[src/rtl/dda_pkg.sv]
// shared types and constants for the dda line rasterizer
// used by dda_div, dda_acc and dda_line_rasterizer; no dependencies
`timescale 1ns / 1ps
`default_nettype none

package dda_pkg;

  // fixed field width of each coordinate on the stream ports
  localparam int FIELD_W     = 6;
  localparam int IN_TDATA_W  = 24;  // four coordinates, already whole bytes
  localparam int OUT_TDATA_W = 16;  // two coordinates plus zero fill

  // sequencer states, one-hot
  typedef enum logic [2:0] {
    ST_IDLE = 3'b001,
    ST_DIV  = 3'b010,
    ST_EMIT = 3'b100
  } dda_state_t;

  // accumulator controls from the sequencer
  typedef struct packed {
    logic load;  // load start point
    logic step;  // add increments
  } acc_ctrl_t;

endpackage

`default_nettype wire

[src/rtl/dda_line_rasterizer.sv]
// Line rasterizer (DDA). One input transfer describes a line; the block emits
// 1 + max(|dx|,|dy|) pixel transfers, the start pixel first, tlast on the final
// one. A line is accepted, then the shared bit-serial divider forms the
// minor-axis increment (skipped when the endpoints are equal), then the block
// emits one pixel per cycle while out_tready stays high. in_tready is low for
// the whole line; the last pixel sits in the output register while the next
// line is taken. Uses dda_pkg, dda_div and dda_acc.
`timescale 1ns / 1ps
`default_nettype none

module dda_line_rasterizer
  import dda_pkg::*;
#(
  parameter int COORD_BITS = 6,
  parameter int FRAC_BITS  = 16
) (
  input  wire logic                   clk,
  input  wire logic                   rst_n,
  input  wire logic                   in_tvalid,
  output logic                        in_tready,
  input  wire logic [IN_TDATA_W-1:0]  in_tdata,   // start_x, start_y, end_x, end_y
  output logic                        out_tvalid,
  input  wire logic                   out_tready,
  output logic [OUT_TDATA_W-1:0]      out_tdata,  // pixel_x, pixel_y, zero fill
  output logic                        out_tlast   // last_pixel
);

  localparam int INC_W = FRAC_BITS + 2;
  localparam logic [FRAC_BITS:0] ONE = (FRAC_BITS + 1)'(1) << FRAC_BITS;

  dda_state_t state_r, state_nxt;

  logic [COORD_BITS-1:0] sx, sy, ex, ey, adx, ady, steps, minor;
  logic                  in_fire, x_major;
  logic [COORD_BITS-1:0] cnt_r, cnt_nxt;
  logic                  neg_x_r, neg_x_nxt, neg_y_r, neg_y_nxt;
  logic                  xmaj_r, xmaj_nxt;
  logic signed [INC_W-1:0] inc_x_r, inc_x_nxt, inc_y_r, inc_y_nxt;
  logic [FRAC_BITS:0]    mag_x, mag_y;
  logic                  div_done;
  logic [FRAC_BITS:0]    div_q;
  acc_ctrl_t             acc_ctrl;
  logic [COORD_BITS-1:0] pix_x, pix_y;
  logic                  emit;
  logic                  out_valid_r, out_valid_nxt;
  logic [FIELD_W-1:0]    out_x_r, out_x_nxt, out_y_r, out_y_nxt;
  logic                  out_last_r, out_last_nxt;

  // unpack and measure the line
  always_comb begin
    sx      = in_tdata[COORD_BITS-1:0];
    sy      = in_tdata[FIELD_W +: COORD_BITS];
    ex      = in_tdata[2*FIELD_W +: COORD_BITS];
    ey      = in_tdata[3*FIELD_W +: COORD_BITS];
    adx     = (ex >= sx) ? (ex - sx) : (sx - ex);
    ady     = (ey >= sy) ? (ey - sy) : (sy - ey);
    x_major = adx >= ady;
    steps   = x_major ? adx : ady;
    minor   = x_major ? ady : adx;
  end

  assign in_tready = (state_r == ST_IDLE);
  assign in_fire   = in_tvalid && in_tready;
  assign emit      = (state_r == ST_EMIT) && (!out_valid_r || out_tready);

  // shared increment divider
  dda_div #(
    .COORD_BITS(COORD_BITS),
    .FRAC_BITS (FRAC_BITS)
  ) u_div (
    .clk     (clk),
    .rst_n   (rst_n),
    .start   (in_fire && (steps != '0)),
    .dividend(minor),
    .divisor (steps),
    .done    (div_done),
    .quotient(div_q)
  );

  // major axis steps by one pixel, minor by the quotient
  always_comb begin
    mag_x = xmaj_r ? ONE : div_q;
    mag_y = xmaj_r ? div_q : ONE;
  end

  // sequencer
  always_comb begin
    state_nxt = state_r;
    cnt_nxt   = cnt_r;
    neg_x_nxt = neg_x_r;
    neg_y_nxt = neg_y_r;
    xmaj_nxt  = xmaj_r;
    inc_x_nxt = inc_x_r;
    inc_y_nxt = inc_y_r;
    acc_ctrl  = '0;
    case (state_r)
      ST_IDLE: begin
        if (in_fire) begin
          acc_ctrl.load = 1'b1;
          cnt_nxt       = steps;
          neg_x_nxt     = ex < sx;
          neg_y_nxt     = ey < sy;
          xmaj_nxt      = x_major;
          state_nxt     = (steps == '0) ? ST_EMIT : ST_DIV;
        end
      end
      ST_DIV: begin
        if (div_done) begin
          inc_x_nxt = neg_x_r ? -$signed({1'b0, mag_x}) : $signed({1'b0, mag_x});
          inc_y_nxt = neg_y_r ? -$signed({1'b0, mag_y}) : $signed({1'b0, mag_y});
          state_nxt = ST_EMIT;
        end
      end
      ST_EMIT: begin
        if (emit) begin
          if (cnt_r == '0) begin
            state_nxt = ST_IDLE;
          end else begin
            acc_ctrl.step = 1'b1;
            cnt_nxt       = cnt_r - 1'b1;
          end
        end
      end
      default: begin
        state_nxt = ST_IDLE;
      end
    endcase
  end

  // pixel accumulators
  dda_acc #(
    .COORD_BITS(COORD_BITS),
    .FRAC_BITS (FRAC_BITS)
  ) u_acc (
    .clk    (clk),
    .ctrl   (acc_ctrl),
    .start_x(sx),
    .start_y(sy),
    .inc_x  (inc_x_r),
    .inc_y  (inc_y_r),
    .pix_x  (pix_x),
    .pix_y  (pix_y)
  );

  // output register
  always_comb begin
    out_valid_nxt = out_valid_r && !out_tready;
    out_x_nxt     = out_x_r;
    out_y_nxt     = out_y_r;
    out_last_nxt  = out_last_r;
    if (emit) begin
      out_valid_nxt = 1'b1;
      out_x_nxt     = FIELD_W'(pix_x);
      out_y_nxt     = FIELD_W'(pix_y);
      out_last_nxt  = (cnt_r == '0);
    end
  end

  always_ff @(posedge clk) begin
    if (!rst_n) begin
      state_r     <= ST_IDLE;
      out_valid_r <= 1'b0;
      cnt_r       <= '0;
    end else begin
      state_r     <= state_nxt;
      out_valid_r <= out_valid_nxt;
      cnt_r       <= cnt_nxt;
    end
  end

  // line parameters and output payload
  always_ff @(posedge clk) begin
    neg_x_r    <= neg_x_nxt;
    neg_y_r    <= neg_y_nxt;
    xmaj_r     <= xmaj_nxt;
    inc_x_r    <= inc_x_nxt;
    inc_y_r    <= inc_y_nxt;
    out_x_r    <= out_x_nxt;
    out_y_r    <= out_y_nxt;
    out_last_r <= out_last_nxt;
  end

  assign out_tvalid = out_valid_r;
  assign out_tdata  = {{(OUT_TDATA_W - 2*FIELD_W){1'b0}}, out_y_r, out_x_r};
  assign out_tlast  = out_last_r;

endmodule

`default_nettype wire

[src/rtl/dda_div.sv]
// restoring divider, one quotient bit per cycle, for the minor-axis increment
// computes (dividend << FRAC_BITS) / divisor with dividend <= divisor; uses dda_pkg
`timescale 1ns / 1ps
`default_nettype none

module dda_div
  import dda_pkg::*;
#(
  parameter int COORD_BITS = 6,
  parameter int FRAC_BITS  = 16
) (
  input  wire logic                  clk,
  input  wire logic                  rst_n,
  input  wire logic                  start,
  input  wire logic [COORD_BITS-1:0] dividend,
  input  wire logic [COORD_BITS-1:0] divisor,
  output logic                       done,
  output logic [FRAC_BITS:0]         quotient
);

  localparam int CNT_W = $clog2(FRAC_BITS + 2);
  localparam logic [CNT_W-1:0] LAST_CNT = CNT_W'(FRAC_BITS);

  logic                  busy_r, busy_nxt;
  logic                  done_r, done_nxt;
  logic [CNT_W-1:0]      cnt_r, cnt_nxt;
  logic [COORD_BITS:0]   rem_r, rem_nxt;
  logic [COORD_BITS-1:0] dvs_r, dvs_nxt;
  logic [FRAC_BITS:0]    quo_r, quo_nxt;
  logic                  ge;
  logic [COORD_BITS:0]   diff;

  // one compare and subtract per cycle
  always_comb begin
    ge   = rem_r >= {1'b0, dvs_r};
    diff = ge ? (rem_r - {1'b0, dvs_r}) : rem_r;
  end

  // iteration control
  always_comb begin
    busy_nxt = busy_r;
    done_nxt = 1'b0;
    cnt_nxt  = cnt_r;
    rem_nxt  = rem_r;
    dvs_nxt  = dvs_r;
    quo_nxt  = quo_r;
    if (start) begin
      busy_nxt = 1'b1;
      cnt_nxt  = '0;
      rem_nxt  = {1'b0, dividend};
      dvs_nxt  = divisor;
    end else if (busy_r) begin
      quo_nxt = {quo_r[FRAC_BITS-1:0], ge};
      rem_nxt = {diff[COORD_BITS-1:0], 1'b0};
      cnt_nxt = cnt_r + 1'b1;
      if (cnt_r == LAST_CNT) begin
        busy_nxt = 1'b0;
        done_nxt = 1'b1;
      end
    end
  end

  always_ff @(posedge clk) begin
    if (!rst_n) begin
      busy_r <= 1'b0;
      done_r <= 1'b0;
      cnt_r  <= '0;
    end else begin
      busy_r <= busy_nxt;
      done_r <= done_nxt;
      cnt_r  <= cnt_nxt;
    end
  end

  // datapath registers
  always_ff @(posedge clk) begin
    rem_r <= rem_nxt;
    dvs_r <= dvs_nxt;
    quo_r <= quo_nxt;
  end

  assign done     = done_r;
  assign quotient = quo_r;

endmodule

`default_nettype wire

[src/rtl/dda_acc.sv]
// x and y fixed-point accumulators with round-half-up and range clamp
// controlled by acc_ctrl_t from dda_pkg
`timescale 1ns / 1ps
`default_nettype none

module dda_acc
  import dda_pkg::*;
#(
  parameter int COORD_BITS = 6,
  parameter int FRAC_BITS  = 16
) (
  input  wire logic                        clk,
  input  wire acc_ctrl_t                   ctrl,
  input  wire logic [COORD_BITS-1:0]       start_x,
  input  wire logic [COORD_BITS-1:0]       start_y,
  input  wire logic signed [FRAC_BITS+1:0] inc_x,
  input  wire logic signed [FRAC_BITS+1:0] inc_y,
  output logic [COORD_BITS-1:0]            pix_x,
  output logic [COORD_BITS-1:0]            pix_y
);

  localparam int INC_W = FRAC_BITS + 2;
  localparam int ACC_W = COORD_BITS + FRAC_BITS + 2;
  localparam int RND_W = ACC_W + 1;
  localparam int INT_W = RND_W - FRAC_BITS;
  localparam logic signed [RND_W-1:0] HALF = RND_W'(1) <<< (FRAC_BITS - 1);
  localparam logic [INT_W-1:0] MAX_PIX = INT_W'((1 << COORD_BITS) - 1);

  logic signed [ACC_W-1:0] acc_x_r, acc_x_nxt;
  logic signed [ACC_W-1:0] acc_y_r, acc_y_nxt;

  // floor(acc + 0.5), clamped to the coordinate range
  function automatic logic [COORD_BITS-1:0] round_pix(input logic signed [ACC_W-1:0] acc);
    logic signed [RND_W-1:0] v;
    logic [INT_W-1:0]        p;
    v = RND_W'(acc) + HALF;
    p = v[RND_W-1:FRAC_BITS];
    if (v[RND_W-1]) begin
      round_pix = '0;
    end else if (p > MAX_PIX) begin
      round_pix = MAX_PIX[COORD_BITS-1:0];
    end else begin
      round_pix = p[COORD_BITS-1:0];
    end
  endfunction

  // load or step
  always_comb begin
    acc_x_nxt = acc_x_r;
    acc_y_nxt = acc_y_r;
    if (ctrl.load) begin
      acc_x_nxt = {2'b00, start_x, {FRAC_BITS{1'b0}}};
      acc_y_nxt = {2'b00, start_y, {FRAC_BITS{1'b0}}};
    end else if (ctrl.step) begin
      acc_x_nxt = acc_x_r + {{(ACC_W-INC_W){inc_x[INC_W-1]}}, inc_x};
      acc_y_nxt = acc_y_r + {{(ACC_W-INC_W){inc_y[INC_W-1]}}, inc_y};
    end
  end

  always_ff @(posedge clk) begin
    acc_x_r <= acc_x_nxt;
    acc_y_r <= acc_y_nxt;
  end

  assign pix_x = round_pix(acc_x_r);
  assign pix_y = round_pix(acc_y_r);

endmodule

`default_nettype wire

[config.mk]
export PLATFORM = sky130hd
export DESIGN_NAME = dda_line_rasterizer
export DESIGN_NICKNAME = d
export VERILOG_FILES = /design/src/rtl/dda_pkg.sv /design/src/rtl/dda_line_rasterizer.sv /design/src/rtl/dda_div.sv /design/src/rtl/dda_acc.sv
export SDC_FILE = /design/constraint.sdc
export NUM_CORES = 1
export LEC_CHECK = 0
export ABC_AREA = 1
export CAP_MARGIN = 20
export CORE_ASPECT_RATIO = 0.75
export CORE_MARGIN = 2
export CORE_UTILIZATION = 55
export CTS_CLUSTER_DIAMETER = 200
export DETAILED_ROUTE_END_ITERATION = 6
export DONT_BUFFER_PORTS = 1
export HOLD_SLACK_MARGIN = 0.05
export MAX_ROUTING_LAYER = met4
export PLACE_DENSITY_LB_ADDON = 0.15
export SLEW_MARGIN = 25
export SYNTH_ARGS = -nofsm -noshare
export SYNTH_HDL_FRONTEND = slang
export SYNTH_SLANG_ARGS = --single-unit
[constraint.sdc]
create_clock -name clk -period 6.7 [get_ports clk]
set_clock_uncertainty 0.05 [all_clocks]
set_input_delay 0.67 -clock clk [delete_from_list [all_inputs] [get_ports clk]]
set_output_delay 0.67 -clock clk [all_outputs]
set_load 0.02 [all_outputs]
* Word level (Yosys, flattened, before mapping)
Index checks and enable logic that the tools add are counted.
** Word-level totals
- Bits of input ports :: 28
- Output and inout bits :: 19
- Flip-flop bits (word level) :: 147
** Cells by class
- Eq/ne operators :: 9
- Magnitude comparators :: 8
- Reduce and logical (&&, ||, !) cells :: 20
- Add/subtract/negate cells :: 13
- Multiplexer cells :: 37
- Bitwise logic cells :: 3
** Operators with widths (number)
- $mux W22 :: 4
- $mux W6 :: 12
- $mux W17 :: 4
- $add A24 B17 Y25 const B :: 2
- $add A24 B24 Y24 :: 2
- $neg A17 Y18 :: 2
- $sub A6 B6 Y6 :: 5
- $ge A6 B6 Y1 :: 3
- $gt A9 B6 Y1 const B :: 2
- $mux W3 :: 5
- $logic_not A6 Y1 :: 2
- $lt A6 B6 Y1 :: 2
- $pmux W6 S2 :: 1
- $mux W1 :: 10
- $pmux W3 S3 :: 1
- $reduce_and A4 Y1 :: 2
- $ge A7 B6 Y1 :: 1
- $ne A2 B1 Y1 const B :: 3
- $reduce_and A2 Y1 :: 3
- $reduce_bool A2 Y1 :: 3
- $reduce_bool A6 Y1 :: 1
- $sub A6 B1 Y6 const B :: 1
- $add A5 B1 Y5 const B :: 1
- $eq A5 B5 Y1 const B :: 1
- other kinds (10) :: 17

* Depth between registers and ports, before layout
- Word-level depth :: 8
- Depth in mapped cells :: 27
- Mapped depth without buffers :: 25

* Cells and area by module
A second synthesis with hierarchy kept.
** Second synthesis, totals
- Cells, all modules :: 1723
- Area total of the unflattened synthesis :: 12005.3 µm²
** Modules (own cells, without submodules)
- dda_acc :: cells each 957, area each 5480.3 µm², instances 1
- dda_line_rasterizer :: cells each 607, area each 4798.4 µm², instances 1
- dda_div :: cells each 159, area each 1726.7 µm², instances 1

* Least setup slack after synthesis
OpenSTA, ideal clock, no wires.
- Kind :: input port to flip-flop
- Start :: in in_tdata[18]
- End :: reg u_div.quo_r[0], in the netlist u_div.quotient[0], enable pin
- Library setup time :: 377 ps
- Cell stages on the path :: 23
- Setup slack :: 2456 ps
- Data arrival time :: 3817 ps
- Data required time :: 6273 ps
- Cells stage by stage :: inv_1 ha_1 inv_1 fa_1 nand2_2 nand3_2 nor2_1 nand3_1 nand2_1 inv_1 ha_1 a21o_1 nor2_1 nand2_1 buf_2 o21ai_1 nand3_2 nor2_4 nand2_4 nand2_4 buf_8 inv_4 nor2_2
** Between the ends
- Longest elaborated chain between the ends :: 8
- Elaborated cells on any way between the ends :: 10
- Those cells by class :: add/sub: 2; order compare: 2; mux: 2; bitwise: 1; reduce/logical: 3
** RTL lines
- start, declared :: line dda_line_rasterizer.sv:21 : input wire logic [IN_TDATA_W-1:0] in_tdata,
- $sub A6 B6 Y6 or $ge A6 B6 Y1 (tied branches) :: line dda_line_rasterizer.sv:56 : ady = (ey >= sy) ? (ey - sy) : (sy - ey);
- $mux W6 * :: line dda_line_rasterizer.sv:56
- $ge A6 B6 Y1 * :: line dda_line_rasterizer.sv:57 : x_major = adx >= ady;
- named net x_major :: line dda_line_rasterizer.sv:34 : logic in_fire, x_major;
- $mux W6 * :: line dda_line_rasterizer.sv:58 : steps = x_major ? adx : ady;
- $reduce_bool A6 Y1 * :: line dda_line_rasterizer.sv:73 : .start (in_fire && (steps != '0)),
- $logic_and A1 B1 Y1 * :: line dda_line_rasterizer.sv:73
- named net u_div.start :: line dda_div.sv:14 : input wire logic start,
- $not A1 Y1 (no source line) *
- $reduce_and A2 Y1 (no source line) *
- end signal, assigned :: line dda_div.sv:79 : quo_r <= quo_nxt;
- end, declared :: line dda_div.sv:29 : logic [FRAC_BITS:0] quo_r, quo_nxt;
Mark *: on every way through the listed nets, which the timed path passes. The rest lies on a longest branch.
A chain may end at the register's enable or synchronous reset.

* Worst setup path in the final report
- Start :: in in_tdata[18]
- End :: reg u_div.quo_r[6], in the netlist u_div.quotient[6], enable pin
** Between the ends
- Longest elaborated chain between the ends :: 8
- Elaborated cells on any way between the ends :: 10
- Those cells by class :: add/sub: 2; order compare: 2; mux: 2; bitwise: 1; reduce/logical: 3
** RTL lines (line)
- $sub A6 B6 Y6 or $ge A6 B6 Y1 (tied branches) :: dda_line_rasterizer.sv:56
- $mux W6 * :: dda_line_rasterizer.sv:56
- $ge A6 B6 Y1 :: dda_line_rasterizer.sv:57
- $mux W6 * :: dda_line_rasterizer.sv:58
- $reduce_bool A6 Y1 * :: dda_line_rasterizer.sv:73
- $logic_and A1 B1 Y1 * :: dda_line_rasterizer.sv:73
- named net u_div.start :: dda_div.sv:14
- $not A1 Y1 (no source line) *
- $reduce_and A2 Y1 (no source line) *
Marks and branches as above.

==> reports/metrics.sh <==
GRT_START_MAX_NET_PINS=38
NETLIST_INSTANCES=1436
TRITONCTS.NUM_BUFFERS=17
HOLD_PATH_CLASS='in -> reg'
WORSTPATHCELLLIST='inv_1, ha_1, inv_1, fa_1, nand2_2, nand3_2, nor2_1, nand3_1, nand2_1, inv_1, ha_1, a21o_1, nor2_1, nand2_1, inv_1, nand3_1, nand2_1, nand2_1, nor2_4, nand2_4, nand2_4, inv_4, nor2_2'
FINAL-MAX-SLEW-VIOLATION-COUNT=0
GLOBALPLACE.CONGESTION=0.951
WORST_PATH_MAX_DELAY_CELL='sky130_fd_sc_hd__nor2_2'
IO_PINS=47
CTS_SETUP_BUFFERS=0
GLOBALROUTEOVERFLOWTOTAL=0
CRITICAL_PATH_CLASS='in -> reg'
FIRST_ITER_VIOLATIONS=603
WORST_SLEW_PIN_SLEW_PS=976
DIEWIDTH_UM=166
DRT_PRE_ANTENNA_ITERS=5
SETUP_VIOLATIONS=0
DRC_ERRORS=0
INTPOWER_mW=1.99
OUTCOME='finished, final reports clean'
CHIPHEIGHT_UM=125
POSTSYNTH.TOPFLOPCELL='sky130_fd_sc_hd__edfxtp_1'
YS_SEQ_ELEMENTS=147
FINALHOLDVIOLATIONS=0
CORE-AREA_UM2=19300
MAX_FREQ_MHz=217
NUMBER_OF_ANTENNA_VIOLATIONS_AT_THE_FIRST_CHECK_IN_GLOBAL_ROUTING=0
SYNTH.AVG_CELL_AREA_UM2=7.52
CRITICAL_PATH_BUF_INV_COUNT=5
POWER.TOTAL_mW=3.10
CELLLEAKAGEPOWER_nW=5.58
CTS_TREE='yes'
REGAREA_UM2=3870
CLOCK_TREE.HTREE_LEVEL_COUNT=4
SYNTH_ENABLE_FLOP_CELLS=93
CP_SLOWEST_STAGE_DELAY_PS=590
TIMING.REG2REG.SETUP_SLACK_PS=2970
REG2REGPATHDEPTH=10
CLOCKROOTBUFFER='sky130_fd_sc_hd__clkbuf_16'
TIMING.MAX_SLEW.REL_SLACK_PCT=34.7
POWER_SWITCHING_mW=1.11
LAYOUT-DRIVE-GT1-SHARE_PCT=5.59
TIMING.SETUP.TNS_PS=0
POST_CTS_RESIZED=0
ASYNCSETRESETFLOPFRACSYNTH_PCT=0
SYN_TO_FINAL_GROWTH_PCT=8.06
START_UTIL_PCT=56.0
SWITCHING_SHARE_PCT=35.7
FLOORPLAN.DIE_AREA_UM2=20800
FILLCELL_TOTAL=1781
LAYOUT_SETUP_WS_PS=2090
SYNTHDOMINANTAREACELLTYPE='sky130_fd_sc_hd__edfxtp_1'
POWER_FRAC_COMB_PCT=31.2
BUFFER_PORTS.INSERTED=0
CAP_VIOLATIONS=0
MOST-COMMON-LAYOUT-CELLS='sky130_fd_sc_hd__nand2_1, sky130_fd_sc_hd__inv_1, sky130_fd_sc_hd__nor2_1'
FINISH.NET_COUNT=1559
CRIT_FAMILY='simple AND/OR/NAND/NOR gates'
CLKSINKCOUNT=147
GLOBAL_ROUTE.USAGE.TOTAL_PCT=26.2
ROUTED_WL_UM=26000
TIMING.RR.END='cnt_r[5]$_SDFFE_PN0P_'
WORST-ENDPOINT-ARRIVAL_PS=4610
CRIT_FANOUT=17
YOSYS_WARNINGS=0
POST_SYNTH_INSTANCE_AREA_UM2=10800
FIRST_GLOBAL_VIAS=8771
SYNTH.YOSYS.SEQ_AREA_SHARE_PCT=35.9
HPWL_REPORTED_AT_THE_END_OF_DETAILED_PLACEMENT_UM=20100
FINAL_COMMON_CELL='sky130_fd_sc_hd__nand2_1'
CRIT_END_CATEGORY='flop'
CLOCK_INSERTION_DELAY_WORST_SKEW_PS=430
SEQPWRFRAC_PCT=37.5
CLOCK_POWER_SHARE_PCT=31.3
CRITICAL_PATH_REQUIRED_PS=6700
LAYOUT_WORST_PATH_CYCLE_SHARE_PCT=68.7
PATH_CLK_SLEW_PS=70
MULTIINPUTGATEAREA_UM2=6030
GRT_SETUP_UNREPAIRED='false'
HOLD_BUFFERS=0
SYNTHDISTINCTLIBCELLS=51
CP-START-KIND='input port'
N_ANTENNA_CELL=0
CTS_BUFFER_DEPTH=2
CLOCK_PERIOD_MINUS_WORST_SLACK_PS=4610
HOLD_PATH_DEPTH=1
GRT_PASS1_WL_UM=42700
MIN_FROM='rst_n'
MAX-VDD-IR-DROP_mV=0.171
MIN_TO='state_r[0]$_SDFFE_PN1P_'
REGTOREGSTARTPOINT='state_r[1]$_SDFFE_PN0P_'
DETAIL_ROUTE.VIAS_PER_CELL=5.37
PRE_CTS_WS_PS=1660
DRT-WIRELENGTH-PER-CELL_UM=15.3
DR_TOTAL_VIAS=9143
ROWS=44
POWER.DENSITY_CELL_AREA_nW_PER_UM2=266
ROUTE.ANTENNA.REMAINING_NETS=0
YS_TOP_CELLS_BY_AREA='sky130_fd_sc_hd__edfxtp_1, sky130_fd_sc_hd__nand2_1, sky130_fd_sc_hd__ha_1'
SYNTHDOMINANTCELLAREASHARE_PCT=25.9
[per-layer routing]
| metal | track usage (%) | routed length, µm |
|---|---|---|
| met4 | 6.50 | 373 |
| met1 | 36.9 | 13100 |
| met2 | 38.7 | 10900 |
| met3 | 5.60 | 1570 |
| met5 | - | 0 |
[cell type report]
type / instances / share of cell area (%)
Sequential cell: 147 / 33.2
Clock buffer: 22 / 4.53
Clock inverter: 10 / 0.676
Inverter: 202 / 6.52
Tap cell: 253 / 2.71
Timing Repair Buffer: 4 / 0.601
Multi-Input combinational cell: 1064 / 51.7
[power groups by stage]
stage	Sequential, mW	Clock [mW]	Combinational (mW)
final	1.16	0.971	0.967
after global routing	1.17	1.02	1.11
after CTS	1.16	0.988	0.968
after detailed placement	1.18	0	0.954
after global placement	1.18	0	0.949
after floorplan	1.15	0	0.787
[how the worst max path moves through the flow]
stage / from / end / slack (ps) / cells after the start
global placement: in_tdata[18] / u_div.quotient[5]$_DFFE_PP_ / 1790 / 23
global route: in_tdata[18] / u_div.quotient[16]$_DFFE_PP_ / 1660 / 23
detailed placement: in_tdata[18] / u_div.quotient[6]$_DFFE_PP_ / 1660 / 23
floorplan: in_tdata[18] / u_div.quotient[0]$_DFFE_PP_ / 2460 / 23
finish: in_tdata[18] / u_div.quotient[6]$_DFFE_PP_ / 2090 / 23
CTS: in_tdata[18] / u_div.quotient[5]$_DFFE_PP_ / 2130 / 23
[flip-flops by register name (all words and copies together), names as in the netlist, 6 cells and up]
register / count
cnt_r: 6
inc_x_r: 18
inc_y_r: 18
out_x_r: 6
out_y_r: 6
u_acc.acc_x_r: 24
u_acc.acc_y_r: 24
u_div.dvs_r: 6
u_div.quotient: 17
u_div.rem_r: 7
[kinds of logic after synthesis]
kind of cell | count (synthesis) | synth area share [%]
other | 1 | 0.0347
buffers and inverters | 228 | 8.37
AND/OR/NAND/NOR | 648 | 25.8
adder cells (fa/ha/maj) | 95 | 11.5
XOR/XNOR | 70 | 5.68
AO/OA/AOI/OAI | 247 | 12.7
flip-flops | 147 | 35.9
[cells in the mapped netlist (3+ instances only)]
cell and n:
sky130_fd_sc_hd__a211oi_1 4, sky130_fd_sc_hd__a21o_1 12, sky130_fd_sc_hd__a21oi_1 93, sky130_fd_sc_hd__a21oi_2 4
sky130_fd_sc_hd__a31oi_1 8, sky130_fd_sc_hd__buf_2 6, sky130_fd_sc_hd__buf_4 5, sky130_fd_sc_hd__clkbuf_1 12
sky130_fd_sc_hd__clkinv_1 3, sky130_fd_sc_hd__dfxtp_1 54, sky130_fd_sc_hd__edfxtp_1 93, sky130_fd_sc_hd__fa_1 7
sky130_fd_sc_hd__ha_1 88, sky130_fd_sc_hd__inv_1 194, sky130_fd_sc_hd__inv_2 4, sky130_fd_sc_hd__nand2_1 372
sky130_fd_sc_hd__nand2_2 12, sky130_fd_sc_hd__nand3_1 72, sky130_fd_sc_hd__nand3_2 9, sky130_fd_sc_hd__nand4_1 21
sky130_fd_sc_hd__nor2_1 119, sky130_fd_sc_hd__nor2_2 3, sky130_fd_sc_hd__nor2_4 4, sky130_fd_sc_hd__nor3_1 23
sky130_fd_sc_hd__nor4_1 3, sky130_fd_sc_hd__o21ai_0 98, sky130_fd_sc_hd__o21ai_1 3, sky130_fd_sc_hd__o21bai_1 6
sky130_fd_sc_hd__o22ai_1 7, sky130_fd_sc_hd__xnor2_1 25, sky130_fd_sc_hd__xor2_1 45
[through the flow]
step	hold WS [ps]	cells	instance area [µm²]	util, %
after global routing	253	1702	11700	60.5
after floorplan	373	1439	10800	-
after global placement	387	1668	11000	57.1
after CTS	253	1702	11700	60.5
after detailed placement	399	1670	11100	57.4
final	266	1702	11700	60.5
No activity file was read; power rests on OpenSTA's default activity.
